### config.mk
export PLATFORM = sky130hd
export DESIGN_NAME = led_pattern_sequencer_core_flat
export DESIGN_NICKNAME = d
export VERILOG_FILES = /design/src/hdl/lps_pkg.sv /design/src/hdl/lps_if.sv /design/src/hdl/lps_in_reg.sv /design/src/hdl/lps_animator.sv /design/src/hdl/lps_out_reg.sv /design/src/hdl/led_pattern_sequencer_core.sv /design/src/flat_wrapper.sv
export VERILOG_INCLUDE_DIRS = /design/src /design/src/hdl
export SDC_FILE = /design/constraint.sdc
export NUM_CORES = 1
export LEC_CHECK = 0
export ABC_AREA = 1
export BUFFER_PORTS_ARGS = -buffer_cell sky130_fd_sc_hd__buf_2
export CORE_MARGIN = 5
export CORE_UTILIZATION = 55
export CTS_CLUSTER_SIZE = 30
export DETAILED_ROUTE_END_ITERATION = 10
export GPL_TIMING_DRIVEN = 0
export PLACE_DENSITY = 0.84
export SETUP_SLACK_MARGIN = 0.15
export SLEW_MARGIN = 20
export SYNTH_ARGS = -nofsm -noshare
export SYNTH_HDL_FRONTEND = slang
export SYNTH_SLANG_ARGS = --single-unit
### constraint.sdc
create_clock -name clk_i -period 2.7 [get_ports clk_i]
set_input_delay 0.135 -clock clk_i [delete_from_list [all_inputs] [get_ports clk_i]]
set_output_delay 0.135 -clock clk_i [all_outputs]
set_load 0.01 [all_outputs]
### src/hdl/led_pattern_sequencer_core_assert.svh
// ----------------------------------------------------------------------------
// led_pattern_sequencer_core_assert.svh
// Assertion macros used by the LED pattern sequencer RTL.
// ----------------------------------------------------------------------------
`ifndef LED_PATTERN_SEQUENCER_CORE_ASSERT_SVH
`define LED_PATTERN_SEQUENCER_CORE_ASSERT_SVH

// Same-cycle implication, disabled while reset is asserted.
`define LPS_ASSERT_NOW(label, clk, rst_n, ante, cons) \
  label: assert property (@(posedge clk) disable iff (!(rst_n)) (ante) |-> (cons)) \
    else $error("lps assertion failed");

// Next-cycle implication, disabled while reset is asserted.
`define LPS_ASSERT_NEXT(label, clk, rst_n, ante, cons) \
  label: assert property (@(posedge clk) disable iff (!(rst_n)) (ante) |=> (cons)) \
    else $error("lps assertion failed");

`endif

### src/hdl/lps_pkg.sv
// ----------------------------------------------------------------------------
// lps_pkg
// Types, codes and the LED byte function of the LED pattern sequencer.
// ----------------------------------------------------------------------------
package lps_pkg;

  localparam int unsigned ButtonW  = 5;
  localparam int unsigned LedW     = 8;
  localparam int unsigned PatW     = 3;
  localparam int unsigned StepW    = 8;
  localparam int unsigned TrainLen = 9;
  localparam int unsigned Ph9W     = 4;

  localparam logic [StepW-1:0] StepLast = 8'd143;
  localparam logic [Ph9W-1:0]  Ph9Last  = 4'd8;

  // Command codes.
  localparam logic CMD_TICK   = 1'b0;
  localparam logic CMD_BUTTON = 1'b1;

  typedef enum logic [PatW-1:0] {
    PAT_FWD    = 3'd0,
    PAT_REV    = 3'd1,
    PAT_BLINK  = 3'd2,
    PAT_HALVES = 3'd3,
    PAT_FILL   = 3'd4
  } pattern_e;

  typedef struct packed {
    logic               command;
    logic [ButtonW-1:0] buttons;
  } in_word_t;

  typedef struct packed {
    logic [LedW-1:0] led_bits;
    logic [PatW-1:0] active_pattern;
  } out_word_t;

  localparam logic [LedW-1:0] FwdTrain [TrainLen] = '{
    8'h0F, 8'h1E, 8'h3C, 8'h78, 8'hF0, 8'hE0, 8'hC0, 8'h80, 8'h00
  };
  localparam logic [LedW-1:0] RevTrain [TrainLen] = '{
    8'hF0, 8'h78, 8'h3C, 8'h1E, 8'h0F, 8'h07, 8'h03, 8'h01, 8'h00
  };

  // LED byte for a pattern; ph9 is the step modulo 9, ph16 the step modulo 16.
  function automatic logic [LedW-1:0] led_byte(pattern_e pat, logic [Ph9W-1:0] ph9,
                                               logic [3:0] ph16);
    logic [LedW:0]   wide;
    logic [3:0]      shamt;
    logic [LedW-1:0] res;
    wide  = '0;
    shamt = '0;
    res   = '0;
    case (pat)
      PAT_FWD:    res = FwdTrain[ph9];
      PAT_REV:    res = RevTrain[ph9];
      PAT_BLINK:  res = ph16[0] ? 8'h55 : 8'hAA;
      PAT_HALVES: res = ph16[0] ? 8'hF0 : 8'h0F;
      PAT_FILL: begin
        if (!ph16[3]) begin
          // fill: low phase+1 bits set
          res = 8'hFF >> (3'd7 - ph16[2:0]);
        end else begin
          // empty: shift out phase-7 bits
          shamt = {1'b0, ph16[2:0]} + 4'd1;
          wide  = 9'h0FF >> shamt;
          res   = wide[LedW-1:0];
        end
      end
      default:    res = 8'h00;
    endcase
    return res;
  endfunction

endpackage

### src/hdl/lps_if.sv
// ----------------------------------------------------------------------------
// lps_cmd_if / lps_led_if
// Valid/ready channels carrying command words in and LED words out.
// ----------------------------------------------------------------------------
interface lps_cmd_if;
  logic       valid;
  logic       ready;
  logic       command;
  logic [4:0] buttons;

  modport source (output valid, output command, output buttons, input ready);
  modport sink   (input valid, input command, input buttons, output ready);
endinterface

interface lps_led_if;
  logic       valid;
  logic       ready;
  logic [7:0] led_bits;
  logic [2:0] active_pattern;

  modport source (output valid, output led_bits, output active_pattern, input ready);
  modport sink   (input valid, input led_bits, input active_pattern, output ready);
endinterface

### src/hdl/lps_in_reg.sv
// ----------------------------------------------------------------------------
// lps_in_reg
// Input register: holds one command word until the animator consumes it.
// ----------------------------------------------------------------------------
module lps_in_reg (
  input  logic             clk_i,
  input  logic             rst_ni,
  input  logic             valid_i,
  output logic             ready_o,
  input  lps_pkg::in_word_t word_i,
  output logic             valid_o,
  input  logic             take_i,
  output lps_pkg::in_word_t word_o
);

  logic              valid_q, valid_d;
  lps_pkg::in_word_t word_q, word_d;

  assign ready_o = !valid_q || take_i;

  always_comb begin
    valid_d = valid_q;
    word_d  = word_q;
    if (ready_o) begin
      valid_d = valid_i;
      if (valid_i) begin
        word_d = word_i;
      end
    end
  end

  always_ff @(posedge clk_i or negedge rst_ni) begin
    if (!rst_ni) begin
      valid_q <= 1'b0;
    end else begin
      valid_q <= valid_d;
    end
  end

  always_ff @(posedge clk_i) begin
    word_q <= word_d;
  end

  assign valid_o = valid_q;
  assign word_o  = word_q;

endmodule

### src/hdl/lps_animator.sv
// ----------------------------------------------------------------------------
// lps_animator
// Pattern selection and step state; forms the LED word for each tick.
// ----------------------------------------------------------------------------
`include "led_pattern_sequencer_core_assert.svh"

module lps_animator (
  input  logic               clk_i,
  input  logic               rst_ni,
  input  logic               valid_i,
  input  lps_pkg::in_word_t  word_i,
  input  logic               out_ready_i,
  output logic               take_o,
  output logic               load_o,
  output lps_pkg::out_word_t word_o
);

  lps_pkg::pattern_e         chosen_q, chosen_d;
  lps_pkg::pattern_e         shown_q, shown_d;
  logic [lps_pkg::StepW-1:0] step_q, step_d, cur_step;
  logic [lps_pkg::Ph9W-1:0]  ph9_q, ph9_d, cur_ph9;
  logic                      is_tick, is_button, restart;

  assign is_tick   = valid_i && (word_i.command == lps_pkg::CMD_TICK);
  assign is_button = valid_i && (word_i.command == lps_pkg::CMD_BUTTON);

  // Buttons never wait; ticks wait for room in the output register.
  assign take_o = is_button || (is_tick && out_ready_i);
  assign load_o = is_tick && out_ready_i;

  // Restart the step when the pattern changed since the last tick.
  assign restart  = (chosen_q != shown_q);
  assign cur_step = restart ? '0 : step_q;
  assign cur_ph9  = restart ? '0 : ph9_q;

  always_comb begin
    chosen_d = chosen_q;
    if (is_button) begin
      if (word_i.buttons[0]) begin
        chosen_d = lps_pkg::PAT_FWD;
      end else if (word_i.buttons[1]) begin
        chosen_d = lps_pkg::PAT_REV;
      end else if (word_i.buttons[2]) begin
        chosen_d = lps_pkg::PAT_BLINK;
      end else if (word_i.buttons[3]) begin
        chosen_d = lps_pkg::PAT_HALVES;
      end else if (word_i.buttons[4]) begin
        chosen_d = lps_pkg::PAT_FILL;
      end
    end
  end

  always_comb begin
    shown_d = shown_q;
    step_d  = step_q;
    ph9_d   = ph9_q;
    if (load_o) begin
      shown_d = chosen_q;
      step_d  = (cur_step == lps_pkg::StepLast) ? '0 : cur_step + 1'b1;
      ph9_d   = (cur_ph9 == lps_pkg::Ph9Last) ? '0 : cur_ph9 + 1'b1;
    end
  end

  assign word_o.led_bits       = lps_pkg::led_byte(chosen_q, cur_ph9, cur_step[3:0]);
  assign word_o.active_pattern = chosen_q;

  always_ff @(posedge clk_i or negedge rst_ni) begin
    if (!rst_ni) begin
      chosen_q <= lps_pkg::PAT_FWD;
      shown_q  <= lps_pkg::PAT_FWD;
      step_q   <= '0;
      ph9_q    <= '0;
    end else begin
      chosen_q <= chosen_d;
      shown_q  <= shown_d;
      step_q   <= step_d;
      ph9_q    <= ph9_d;
    end
  end

  `LPS_ASSERT_NOW(a_step_range, clk_i, rst_ni, 1'b1, step_q <= lps_pkg::StepLast)
  `LPS_ASSERT_NOW(a_ph9_range, clk_i, rst_ni, 1'b1, ph9_q <= lps_pkg::Ph9Last)
  `LPS_ASSERT_NOW(a_step_ph9_sync, clk_i, rst_ni, step_q == '0, ph9_q == '0)
  `LPS_ASSERT_NEXT(a_tick_shows_choice, clk_i, rst_ni, load_o, shown_q == $past(chosen_q))

endmodule

### src/hdl/lps_out_reg.sv
// ----------------------------------------------------------------------------
// lps_out_reg
// Output register: holds the LED word until the receiver takes it.
// ----------------------------------------------------------------------------
module lps_out_reg (
  input  logic               clk_i,
  input  logic               rst_ni,
  input  logic               load_i,
  input  lps_pkg::out_word_t word_i,
  output logic               room_o,
  output logic               valid_o,
  input  logic               ready_i,
  output lps_pkg::out_word_t word_o
);

  logic               valid_q, valid_d;
  lps_pkg::out_word_t word_q, word_d;

  assign room_o = !valid_q || ready_i;

  always_comb begin
    valid_d = valid_q;
    word_d  = word_q;
    if (room_o) begin
      valid_d = load_i;
      if (load_i) begin
        word_d = word_i;
      end
    end
  end

  always_ff @(posedge clk_i or negedge rst_ni) begin
    if (!rst_ni) begin
      valid_q <= 1'b0;
    end else begin
      valid_q <= valid_d;
    end
  end

  always_ff @(posedge clk_i) begin
    word_q <= word_d;
  end

  assign valid_o = valid_q;
  assign word_o  = word_q;

endmodule

### src/hdl/led_pattern_sequencer_core.sv
// ----------------------------------------------------------------------------
// led_pattern_sequencer_core
// Eight-LED animation sequencer with five button-selected patterns.
// ----------------------------------------------------------------------------
// Usage:
//   cmd_i carries one command word per handshake: command = 0 is an animation
//   tick, command = 1 a button event whose lowest set button bit picks the
//   pattern (no bit set: no change). A button word yields no output word.
//   Each tick yields one word on led_o: the LED byte and the pattern shown.
//   A tick after a pattern change restarts the animation at step 0; the step
//   wraps after 144 ticks.
// Timing:
//   A word sits in the input register from the edge that accepts it; from
//   there a tick's result moves into the output register, which raises led_o
//   valid. One word is accepted per cycle while cmd_i ready is high.
// Reset:
//   Both registers empty, forward train selected and shown, step 0.
// Stall:
//   While led_o is stalled and the output register is full, a tick holds in
//   the input register and cmd_i ready drops until led_o takes its word;
//   button words need no output room and keep flowing until a tick blocks.
// ----------------------------------------------------------------------------
module led_pattern_sequencer_core (
  input  logic      clk_i,
  input  logic      rst_ni,
  lps_cmd_if.sink   cmd_i,
  lps_led_if.source led_o
);

  lps_pkg::in_word_t  in_word, held_word;
  lps_pkg::out_word_t next_word, out_word;
  logic               held_valid, take, load, room;

  // Pack the command channel payload.
  assign in_word.command = cmd_i.command;
  assign in_word.buttons = cmd_i.buttons;

  // Stage 1: capture the command word.
  lps_in_reg u_in_reg (
    .clk_i   (clk_i),
    .rst_ni  (rst_ni),
    .valid_i (cmd_i.valid),
    .ready_o (cmd_i.ready),
    .word_i  (in_word),
    .valid_o (held_valid),
    .take_i  (take),
    .word_o  (held_word)
  );

  // Pattern and step state; builds the LED word for a tick.
  lps_animator u_animator (
    .clk_i       (clk_i),
    .rst_ni      (rst_ni),
    .valid_i     (held_valid),
    .word_i      (held_word),
    .out_ready_i (room),
    .take_o      (take),
    .load_o      (load),
    .word_o      (next_word)
  );

  // Stage 2: hold the result until led_o takes it.
  lps_out_reg u_out_reg (
    .clk_i   (clk_i),
    .rst_ni  (rst_ni),
    .load_i  (load),
    .word_i  (next_word),
    .room_o  (room),
    .valid_o (led_o.valid),
    .ready_i (led_o.ready),
    .word_o  (out_word)
  );

  assign led_o.led_bits       = out_word.led_bits;
  assign led_o.active_pattern = out_word.active_pattern;

endmodule
### src/flat_wrapper.sv
// flat-port wrapper written by rule: the top's interface ports become plain ports
module led_pattern_sequencer_core_flat 
  (clk_i, rst_ni, cmd_i_valid, cmd_i_command, cmd_i_buttons, cmd_i_ready, led_o_valid, led_o_led_bits, led_o_active_pattern, led_o_ready);
  lps_cmd_if cmd_i_i ();
  lps_led_if led_o_i ();
  input  logic clk_i;
  input  logic rst_ni;
  input wire logic [$bits(cmd_i_i.valid)-1:0] cmd_i_valid;
  input wire logic [$bits(cmd_i_i.command)-1:0] cmd_i_command;
  input wire logic [$bits(cmd_i_i.buttons)-1:0] cmd_i_buttons;
  output wire logic [$bits(cmd_i_i.ready)-1:0] cmd_i_ready;
  output wire logic [$bits(led_o_i.valid)-1:0] led_o_valid;
  output wire logic [$bits(led_o_i.led_bits)-1:0] led_o_led_bits;
  output wire logic [$bits(led_o_i.active_pattern)-1:0] led_o_active_pattern;
  input wire logic [$bits(led_o_i.ready)-1:0] led_o_ready;
  assign cmd_i_i.valid = cmd_i_valid;
  assign cmd_i_i.command = cmd_i_command;
  assign cmd_i_i.buttons = cmd_i_buttons;
  assign cmd_i_ready = cmd_i_i.ready;
  assign led_o_valid = led_o_i.valid;
  assign led_o_led_bits = led_o_i.led_bits;
  assign led_o_active_pattern = led_o_i.active_pattern;
  assign led_o_i.ready = led_o_ready;
  led_pattern_sequencer_core u_core (.clk_i(clk_i), .rst_ni(rst_ni), .cmd_i(cmd_i_i), .led_o(led_o_i));
endmodule
---- After elaboration in Yosys (flattened, before gate mapping) ----
Memory sizes are Yosys's and may differ from the RTL's.
Index checks and enable logic that the tools add are counted.
word-level totals
  flip-flop bits (word level) ............. 37
  latch bits .............................. 0
  RAM bits ................................ 0
  bits in read-only memories .............. 256
  output and inout port bits .............. 13
  memories ................................ 2
memory list
  name              words  bits a word  rd ports  clocked after Yosys merged registers in  write ports  RTL line       text
  (name not given)  16     8            1         0                                        0            lps_pkg.sv:57  PAT_REV: res = RevTrain[ph9];
  (name not given)  16     8            1         0                                        0            lps_pkg.sv:56  PAT_FWD: res = FwdTrain[ph9];
cells by class
  $add $sub $neg .......................... 4
  multipliers ............................. 0
  div/mod/pow operators ................... 0
  magnitude comparators ................... 1
  eq/ne operators ......................... 7
  shift operators ......................... 2
  muxes and demuxes ....................... 17
  bitwise operators ....................... 2
  reduce and logical (&&, ||, !) cells .... 13
operators with widths
  operator                                                               number
  8-bit 2-to-1 mux                                                       9
  8-bit case mux with 5 select lines                                     1
  3-bit 2-to-1 mux                                                       5
  8-bit by 1-bit adder with 8-bit output, second input constant          1
  8-bit equality test, second input constant                             1
  4-bit 2-to-1 mux                                                       2
  8-bit by 3-bit right shift with 8-bit output, first input constant     1
  8-bit by 4-bit right shift with 8-bit output, first input constant     1
  3-bit by 2-bit equality test with 1-bit output, second input constant  2
  2-bit AND reduction                                                    3
  5-bit >= comparator, second input constant                             1
  4-bit inverter with 5-bit output                                       1
  5-bit nonzero test                                                     1
  3-bit by 1-bit adder with 4-bit output, second input constant          1
  4-bit by 1-bit adder with 4-bit output, second input constant          1
  4-bit equality test, second input constant                             1
  3-bit by 1-bit equality test with 1-bit output, second input constant  1
  3-bit equality test, second input constant                             1
  1-bit logical AND                                                      3
  3-bit zero test                                                        1
  1-bit logical OR                                                       3
  3-bit inequality test                                                  1
  3-bit subtractor, first input constant                                 1
  1-bit zero test                                                        2
  1-bit inverter                                                         1

---- Depth between registers and ports, before layout ----
Gate-level depths: netlist (run 1).
  word-level depth ........................ 7
  mapped depth ............................ 15

---- Hierarchy ----
A second synthesis (run 1) with hierarchy kept.
unflattened totals
  cells, all modules ...................... 274
  area, all modules ....................... 2177.1 um^2
by module, submodules not included
  module        instances  cells each  area each (um^2)  sequential area each (um^2)
  lps_animator  1          245         1576.5            450.4
  lps_out_reg   1          17          375.4             355.3
  lps_in_reg    1          12          225.2             205.2

---- Worst setup path before layout (run 1) ----
No wires, ideal clock.
  path type ............................... register to register
  from .................................... register u_core.u_animator.chosen_q[0]
  to ...................................... register u_core.u_out_reg.word_q, in the netlist u_core.u_out_reg.word_o[6] (data pin)
  arrival ................................. 1.686 ns
  data required time ...................... 2.446 ns
  setup slack ............................. 0.760 ns
  stages on the path, launching flop included .. 12
  path buffers ............................ 1
  clock period less this slack ............ 1.940 ns
  cells stage by stage .................... dfrtp_1 buf_4 xor2_2 nor2_8 nand2_2 inv_1 ha_1 inv_1 ha_1 a21oi_1 nor2_1 nand2_1
RTL lines
  element                 RTL line            text
  from (decl)             lps_animator.sv:18  lps_pkg::pattern_e chosen_q, chosen_d;
  from (signal assigned)  lps_animator.sv:69  chosen_q <= lps_pkg::PAT_FWD;
  from (signal assigned)  lps_animator.sv:74  chosen_q <= chosen_d;
  to (signal assigned)    lps_out_reg.sv:41   word_q <= word_d;
  to (decl)               lps_out_reg.sv:17   lps_pkg::out_word_t word_q, word_d;

==> results of run 1 <==
synth_stat cells, types with 4 or more instances:
library cell,number
dfrtp_1,20
o21ai_1,7
o21ai_0,12
nand4_1,10
nand2_2,4
inv_1,38
nand3_1,29
edfxtp_1,17
nor2_1,22
nor3_1,6
ha_1,6
a21oi_1,6
nor2_2,4
nand2_1,78
through the flow:
stage          instances  power (mW)  instance area (µm²)  hold WS (ps)
6_report             357        1.59                 2470          14.7
4_1_cts              356        1.60                 2460          9.82
3_3_place_gp         347        1.12                 2340           111
3_5_place_dp         347        1.13                 2340           112
5_1_grt              357        1.69                 2470          4.50
2_1_floorplan        277        1.02                 2170          -161
layout make-up:
type                            instances  area, µm²
Fill cell                             325       1270
Clock inverter                          2       38.8
Buffer                                  4       26.3
Timing Repair Buffer                   24        130
Multi-Input combinational cell        196        983
Inverter                               40        150
Sequential cell                        37       1010
Clock buffer                            6       72.6
Tap cell                               48       60.1
metal layers:
metal | vias to the layer above | global-route usage [%] | part of all wire (%)
met3 | 9 | 2.89 | 6.5
met1 | 850 | 24.8 | 46
li1 | 973 | - | -
met5 | - | 0 | 0
met4 | 0 | 11.9 | 3.1
met2 | 64 | 29.6 | 44
state kept, by name, indices dropped and copies added (netlist names):
| name | count |
|---|---|
| u_core.u_animator.step_q | 8 |
| u_core.u_out_reg.valid_o | 1 |
| u_core.u_animator.ph9_q | 4 |
| u_core.u_animator.shown_q | 3 |
| u_core.u_in_reg.valid_o | 1 |
| u_core.u_animator.chosen_q | 3 |
| u_core.u_in_reg.word_o | 6 |
| u_core.u_out_reg.word_o | 11 |
final timing paths:
kind | from | to | slack [ps] | cells past startpoint
setup / recovery | u_core.u_animator.chosen_q[2] | u_core.u_out_reg.word_o[6] | 500 | 13
hold / removal | cmd_i_buttons[0] | u_core.u_in_reg.word_o[0] | 10 | 1
setup reg to reg | u_core.u_animator.chosen_q[2] | u_core.u_out_reg.word_o[6] | 500 | 13
hold reg to reg | u_core.u_animator.chosen_q[0] | u_core.u_out_reg.word_o[0] | 450 | 0
max in group asynchronous | rst_ni | u_core.u_animator.ph9_q[3] | 2070 | 2
min in group asynchronous | rst_ni | u_core.u_animator.shown_q[1] | 320 | 2
report_power, final:
group	switching (mW)	leakage (nW)	internal, mW
clock	0.194	0.0554	0.277
sequential	0.0506	0.425	0.667
combinational	0.268	0.682	0.138
cell families (layout without fill, tap and decap cells):
family	Yosys count	in the layout	share of synthesized area (%)
simple gates	158	158	33.0
buf+inv	44	76	8.13
xor+xnor	2	2	1.50
flops	37	37	46.6
compound gates	30	30	7.38
fa+ha+maj	6	6	3.46
worst max-delay path: cells and delay by family, from the launching register on:
family                     cells  cell delay (ps)
adders and majority gates      2              400
DFF                            1              470
AOI/OAI and AO/OA              1              160
and+or+nand+nor                7              700
buffers and inverters          3              350
what timing repair did:
action	CTS	global route
hold buffers	1	1
endpoints found under the hold margin	20	1
endpoints found under the setup margin	0	0
==> qor.csv, run 1 <==
stage;metric;value;unit
run_status;status;finished clean;
clock_tree;Max H-tree Level;2;
worst_setup_path;startpoint types;flop;
placement;DP HPWL;3.38;mm
route;Via Count;1896;
yosys;#FFs+latches synth;37;
yosys;Seq/Total Area, Yosys;46.6;%
layout;antenna diode count;0;
floorplanning;Die Ht;72.8;µm
grt;pin count of the biggest net entering global routing;21;
layout;utilization after layout;66.0;%
yosys;Synth area leader;edfxtp_1;
floorplanning;core area;0.00374;mm²
sta;final hold vios;0;
sta;Worst slew margin;37.1;%
clock_tree;clock slew at reported path FFs;70;ps
placement;Place WS;564;ps
route;DR WL/cell;12.5;µm
layout;commonest cells after routing, fill and taps aside;78 x nand2_1, 38 x inv_1, 29 x nand3_1, 22 x nor2_1, 22 x buf_2;
route;final WL;4.48;mm
pwr;leakage power;1.16;nW
yosys;cells after synthesis;277;
yosys;ranking of synthesized cells by area;edfxtp_1 24%, dfrtp_1 23%, nand2_1 13%;
clock_tree;worst skew pair latency;290;ps
grt;total track usage;19.0;%
worst_setup_path;max incr delay on CP;470;ps
floorplanning;DIE WIDTH;72.8;µm
route;router iterations before antenna repair;4;
job;number of max-cap violations;0;
sta;Final Cycle Share;81.3;%
worst_setup_path;worst endpoint required time;2870;ps
worst_setup_path;Crit Path Max Fanout;9;
placement;GP Congestion;0.878;
floorplanning;Top Ports;23;
layout;area delta synth->final;13.9;%
yosys;Netlist cell types;28;
pwr;PwrDens;645;mW/mm²
sta;unrepaired setup endpoints after global routing;false;
worst_setup_path;cell with the largest stage delay on the worst path;dfrtp_1;
grt;initial antenna violation count;0;
layout;share of layout cells above drive strength 1;15.5;%
layout;Layout Nets;324;
yosys;Synth Cell Area;0.00217;mm²
grt;vias in the first global route;1790;
route;Routed Antenna Nets;0;
floorplanning;FP Rows;22;
clock_tree;CTS root buffer;clkbuf_8;
worst_hold_path;HP Class;in2reg;
sta;setup TNS;0;ps
placement;port bufs;22;
yosys;post-synth top area share;23.5;%
yosys;main flop type after synthesis;dfrtp_1;
sta;PnR worst setup slack;504;ps
route;1st-iter DRT viols;159;
sta;post-route minimum period;2200;ps
worst_setup_path;Setup Crit Path Kind;reg2reg;
route;DR vias/cell;5.31;
sta;f_max;0.455;GHz
grt;global-route wire length before repair;7.82;mm
route;DRC Markers;0;
yosys;synth warn;0;
yosys;async set-or-reset flop fraction in the synthesized netlist;54.1;%
sta;worst-margin pin slew;944;ps
yosys;syn avg cell area;7.84;µm²
clock_tree;Post-CTS Resized;0;
clock_tree;postcts setup bufs;0;
floorplanning;Initial Util;58.0;%
floorplanning;Die ar.;0.00530;mm²
clock_tree;TritonCTS clock tree;yes;
clock_tree;Clock Tree Buf Depth;2;
pwr;Max IR drop VDD;429;µV
sta;Worst Clk Skew;5.76;ps
yosys;Post-synth EDFFs;17;
worst_setup_path;cell mode on critical path;nand2_1;
grt;total gr overflow;0;
layout;leading cell type in the layout, fill and taps excluded;nand2_1;
sta;final setup fails;0;
clock_tree;Clock Sinks;37;
sta;Max Slew Vio Count;0;
worst_setup_path;Cell Chain, Critical Path;inv_2, nand2_1, nand2_1, nand2_2, nor2_8, nand2_2, inv_1, ha_1, inv_1, ha_1, a21oi_1, nor2_1, nand2_1;
yosys;syn nets;293;
worst_setup_path;CP Capture Type;flop;
worst_setup_path;Arr. time, crit path;2360;ps
clock_tree;CTS Buf Count;5;
Note: power is estimated with default switching activity, not from simulation.
==> run 2, diff against run 1 <==
- clock period: 2.7 -> 2.2 ns (I/O delays scaled with it)
==> qor.csv, run 2 (same netlist as run 1, synthesis figures left out) <==
stage;metric;value;unit;change
run_status;status;finished clean;;
route;1st-iter DRT viols;192;;+21%
layout;antenna diode count;0;;unchanged
worst_setup_path;Crit Path Max Fanout;7;;-2
worst_setup_path;crit path buf inv count;3;;unchanged
floorplanning;DIE WIDTH;72.8;µm;unchanged
floorplanning;Top Ports;23;;unchanged
sta;post-route minimum period;1980;ps;-212 ps
sta;Worst Clk Skew;4.67;ps;-1.09 ps
clock_tree;Clock Sinks;37;;unchanged
route;router iterations before antenna repair;5;;+1
clock_tree;worst skew pair latency;290;ps;about the same
clock_tree;CTS root buffer;clkbuf_8;;
layout;max reg flops;11;;unchanged
sta;setup TNS;0;ps;unchanged
layout;share of layout cells above drive strength 1;20.4;%;+4.9 points
layout;leading cell type in the layout, fill and taps excluded;nand2_1;;
floorplanning;FP Rows;22;;unchanged
route;final WL;5.15;mm;+15%
worst_setup_path;startpoint types;flop;;
worst_hold_path;HP Class;in2reg;;
clock_tree;TritonCTS clock tree;yes;;
placement;DP HPWL;3.38;mm;unchanged
worst_setup_path;Setup Crit Path Kind;reg2reg;;
sta;f_max;0.504;GHz;+11%
route;Routed Antenna Nets;0;;unchanged
clock_tree;Clock Tree Buf Depth;2;;unchanged
layout;utilization after layout;70.0;%;+3.9 points
sta;Hold WS;13.6;ps;-1.03 ps
worst_setup_path;CP Capture Type;flop;;
sta;PnR worst setup slack;215;ps;-288 ps
placement;GP Congestion;0.878;;unchanged
sta;unrepaired setup endpoints after global routing;true;;
worst_setup_path;CP top delay family;adder cells;;
sta;worst-margin pin slew;741;ps;-203 ps
grt;total track usage;20.7;%;+1.7 points
floorplanning;Die Ht;72.8;µm;unchanged
layout;Layout Nets;333;;+2.8%
grt;vias in the first global route;1879;;+5.0%
layout;# fillers;296;;-8.9%
grt;global-route wire length before repair;8.45;mm;+8.0%
route;DR vias/cell;5.62;;+5.9%
sta;Worst slew margin;50.3;%;+13 points
route;DR WL/cell;14.1;µm;+12%
floorplanning;Initial Util;58.0;%;unchanged
layout;commonest cells after routing, fill and taps aside;76 x nand2_1, 37 x inv_1, 29 x nand3_1, 22 x buf_2, 20 x nor2_1;;
worst_setup_path;worst endpoint required time;2250;ps;-620 ps
sta;Final Cycle Share;90.2;%;+8.9 points
sta;final setup fails;0;;unchanged
clock_tree;Max H-tree Level;2;;unchanged
layout;area delta synth->final;20.7;%;
pwr;PwrDens;796;mW/mm²;+23%
placement;port bufs;22;;unchanged
pwr;leakage power;1.21;nW;+4.3%
clock_tree;CTS Buf Count;5;;unchanged
route;DRC Markers;0;;unchanged
job;number of max-cap violations;0;;unchanged
grt;pin count of the biggest net entering global routing;21;;unchanged
floorplanning;Die ar.;0.00530;mm²;unchanged
sta;Max Slew Vio Count;0;;unchanged
grt;initial antenna violation count;0;;unchanged
grt;total gr overflow;0;;unchanged
floorplanning;core area;0.00374;mm²;unchanged
placement;Place WS;63.9;ps;-500 ps
sta;final hold vios;0;;unchanged
worst_setup_path;max incr delay on CP;370;ps;-100 ps
worst_setup_path;cell with the largest stage delay on the worst path;dfrtp_1;;
clock_tree;clock slew at reported path FFs;70;ps;about the same
pwr;Max IR drop VDD;535;µV;+25%
worst_setup_path;Cell Chain, Critical Path;buf_4, xor2_2, nor2_8, nand2_4, inv_2, ha_2, inv_1, ha_1, a21oi_2, nor2_1, nand2_1;;
worst_setup_path;Arr. time, crit path;2040;ps;-320 ps
route;Via Count;2058;;+8.5%
[run 2: metal layers]
layer / up-vias / GRT usage [%] / share of wire [%]
met5: - / 0 / 0
met4: 0 / 11.5 / 5.2
met3: 25 / 3.99 / 7.1
met2: 104 / 33.3 / 46
met1: 937 / 26.1 / 42
li1: 992 / - / -
[run 2: worst register-to-register path, cell delays in order, from the launching register on]
cell and delay [ps]:
dfrtp_1 370, buf_4 180, xor2_2 290, nor2_8 80, nand2_4 90, inv_2 60
ha_2 200, inv_1 90, ha_1 190, a21oi_2 60, nor2_1 90, nand2_1 50
[run 2: area by class of cell]
type	count	area [µm²]	share of cell area (%)
clock buffer	6	72.6	2.77
tap	48	60.1	2.29
timing repair buffer	33	223	8.50
sequential	37	1010	38.7
clock inverter	2	38.8	1.48
multi-input combinational	196	1030	39.4
inverter	40	150	5.73
buffer	4	31.3	1.19
[run 2: stage by stage]
step                cells  instance area [µm²]  total power, mW
global placement      347                 2340             1.37
global route          366                 2620             2.20
CTS                   363                 2550             2.01
finish                366                 2620             2.09
detailed placement    347                 2340             1.39
floorplan             277                 2170             1.25
[run 2: where the power goes]
| part | total (mW) | leakage, nW | internal (mW) | switching [mW] |
|---|---|---|---|---|
| sequential | 0.887 | 0.423 | 0.819 | 0.0675 |
| combinational | 0.622 | 0.735 | 0.237 | 0.385 |
| clock | 0.577 | 0.0554 | 0.340 | 0.237 |
| total | 2.09 | 1.21 | 1.40 | 0.689 |
[run 2: what timing repair did]
item                                    in CTS  in global routing
endpoints found under the hold margin       26                  0
hold buffers                                 7                  0
resized for setup                            5                 12
endpoints found under the setup margin      27                 13
setup buffers                                1                  3
pin swaps                                    1                  4
[run 2: worst paths after layout]
path / from / to / slack [ps] / cells past startpoint
min reg2reg: u_core.u_animator.chosen_q[0] / u_core.u_out_reg.word_o[0] / 450 / 0
min: cmd_i_valid / u_core.u_in_reg.valid_o / 10 / 3
min in group asynchronous: rst_ni / u_core.u_animator.shown_q[1] / 290 / 2
max: u_core.u_animator.chosen_q[0] / u_core.u_out_reg.word_o[6] / 220 / 11
max reg2reg: u_core.u_animator.chosen_q[0] / u_core.u_out_reg.word_o[6] / 220 / 11
max in group asynchronous: rst_ni / u_core.u_animator.chosen_q[2] / 1560 / 2
==> run 3, diff against run 2 <==
==> constraint.sdc (replaced) <==
create_clock -name clk_i -period 2.2 [get_ports clk_i]
set_input_delay 0.44 -clock clk_i [delete_from_list [all_inputs] [get_ports clk_i]]
set_output_delay 0.44 -clock clk_i [all_outputs]
set_load 0.01 [all_outputs]
==> qor.csv, run 3 (same netlist as run 1, synthesis figures left out) <==
stage;metric;value;unit;change
floorplanning;core area;0.00374;mm²;unchanged
grt;total track usage;19.8;%;-0.94 points
sta;worst-margin pin slew;746;ps;+5.20 ps
route;DR vias/cell;5.52;;-1.8%
layout;# fillers;311;;+5.1%
run_status;status;finished clean;;
worst_setup_path;startpoint types;flop;;
layout;antenna diode count;0;;unchanged
sta;final setup fails;0;;unchanged
grt;global-route wire length before repair;8.09;mm;-4.3%
clock_tree;clock slew at reported path FFs;70;ps;about the same
sta;post-route minimum period;1980;ps;-5.89 ps
worst_setup_path;reg-to-reg setup timing slack;220;ps;about the same
placement;port bufs;22;;unchanged
clock_tree;Clock Sinks;37;;unchanged
route;M1 wire length;2.08;mm;-3.7%
worst_setup_path;Setup Crit Path Kind;reg2reg;;
floorplanning;Top Ports;23;;unchanged
layout;utilization after layout;68.1;%;-1.9 points
layout;max reg flops;11;;unchanged
sta;setup TNS;0;ps;unchanged
worst_setup_path;Arr. time, crit path;2030;ps;about the same
route;met3 wire len;345;µm;-6.0%
job;number of max-cap violations;0;;unchanged
floorplanning;Die Ht;72.8;µm;unchanged
layout;share of layout cells above drive strength 1;20.9;%;+0.46 points
clock_tree;Clock Tree Buf Depth;2;;unchanged
floorplanning;DIE WIDTH;72.8;µm;unchanged
route;Routed Antenna Nets;0;;unchanged
sta;f_max;0.505;GHz;+0.30%
placement;GP Congestion;0.878;;unchanged
pwr;Max IR drop VDD;529;µV;-1.2%
route;final WL;4.85;mm;-5.8%
clock_tree;Max H-tree Level;2;;unchanged
sta;unrepaired setup endpoints after global routing;true;;
worst_setup_path;R2R cell count;11;;unchanged
worst_setup_path;Reg-to-Reg Start;u_core.u_animator.chosen_q[0];;
pwr;PwrDens;808;mW/mm²;+1.6%
route;1st-iter DRT viols;158;;-18%
worst_setup_path;CP Capture Type;flop;;
pwr;Power Total;2.06;mW;-1.2%
grt;initial antenna violation count;0;;unchanged
clock_tree;cts hold-fix bufs;0;;-7
grt;pin count of the biggest net entering global routing;21;;unchanged
sta;Worst slew margin;49.9;%;-0.35 points
route;DRC Markers;0;;unchanged
placement;dpl cell area;0.00234;mm²;unchanged
route;top sig layer;met4;;
route;met2 WL;2.25;mm;-4.5%
layout;Layout Cell Area excl Fill;0.00255;mm²;-2.7%
floorplanning;Die ar.;0.00530;mm²;unchanged
layout;area delta synth->final;17.5;%;
clock_tree;CTS root buffer;clkbuf_8;;
placement;DP HPWL;3.38;mm;unchanged
worst_hold_path;HP Class;in2async;;
route;DR WL/cell;13.5;µm;-4.0%
layout;commonest cells after routing, fill and taps aside;76 x nand2_1, 37 x inv_1, 29 x nand3_1, 22 x buf_2, 20 x nor2_1;;
layout;register area;0.00101;mm²;unchanged
layout;leading cell type in the layout, fill and taps excluded;nand2_1;;
route;router iterations before antenna repair;5;;unchanged
clock_tree;worst skew pair latency;290;ps;about the same
route;Via Count;1982;;-3.7%
clock_tree;TritonCTS clock tree;yes;;
layout;area of the multi-input gates;0.00103;mm²;unchanged
clock_tree;CTS Buf Count;5;;unchanged
grt;vias in the first global route;1822;;-3.0%
sta;final hold vios;0;;unchanged
layout;Layout Nets;326;;-2.1%
sta;Final Cycle Share;89.9;%;-0.27 points
worst_setup_path;worst r2r dst;u_core.u_out_reg.word_o[6];;
floorplanning;Initial Util;58.0;%;unchanged
grt;total gr overflow;0;;unchanged
floorplanning;FP Rows;22;;unchanged
worst_setup_path;worst endpoint required time;2260;ps;about the same
sta;Worst Clk Skew;6.54;ps;+1.88 ps
sta;Max Slew Vio Count;0;;unchanged
worst_setup_path;Crit Path Max Fanout;7;;unchanged
pwr;leakage power;1.18;nW;-2.4%
[run 3: repair_timing]
item,4_1_cts,5_1_grt
setup buffers,1,3
endpoints found under the setup margin,27,13
pin swaps,1,4
resized for setup,5,12
[run 3: worst max path at each step]
stage,from,end,slack [ps],depth (start not counted)
floorplan,u_core.u_animator.chosen_q[0],u_core.u_out_reg.word_o[6],260,11
global placement,led_o_ready,u_core.u_out_reg.word_o[0],60,6
detailed placement,led_o_ready,u_core.u_out_reg.word_o[0],40,6
CTS,u_core.u_animator.chosen_q[0],u_core.u_out_reg.word_o[5],170,9
global route,u_core.u_animator.shown_q[1],u_core.u_out_reg.word_o[5],110,11
finish,u_core.u_animator.chosen_q[0],u_core.u_out_reg.word_o[6],220,11
[run 3: routing by layer]
metal / GRT usage, % / vias to the layer above
met4: 11.3 / 0
met1: 25.4 / 908
met5: 0 / -
met2: 31.0 / 81
met3: 3.99 / 16
li1: - / 977
[run 3: worst max-delay path, cell delays in order (launching register included)]
cell and delay [ps]:
dfrtp_1 370, buf_4 180, xor2_2 280, nor2_8 80
nand2_4 90, inv_2 50, ha_2 190, inv_1 90
ha_1 190, a21oi_2 70, nor2_1 90, nand2_1 50
[run 3: area by class of cell]
class / instances / area share, %
timing repair buffer: 26 / 5.99
clock inverter: 2 / 1.52
inverter: 40 / 5.89
sequential: 37 / 39.7
buffer: 4 / 1.23
tap: 48 / 2.36
clock buffer: 6 / 2.85
multi-input combinational: 196 / 40.4
[run 3: per-stage QoR]
stage | instances | setup WS (ps) | hold slack, ps
final | 359 | 221 | 86.1
after global routing | 359 | 108 | 124
after detailed placement | 347 | 42.1 | 417
after CTS | 356 | 174 | 104
after global placement | 347 | 58.4 | 416
after floorplan | 277 | 260 | 144
[run 3: power breakdown]
| group | internal, mW | switching [mW] | leakage, nW |
|---|---|---|---|
| sequential | 0.819 | 0.0652 | 0.423 |
| clock | 0.340 | 0.241 | 0.0554 |
| combinational | 0.222 | 0.374 | 0.706 |
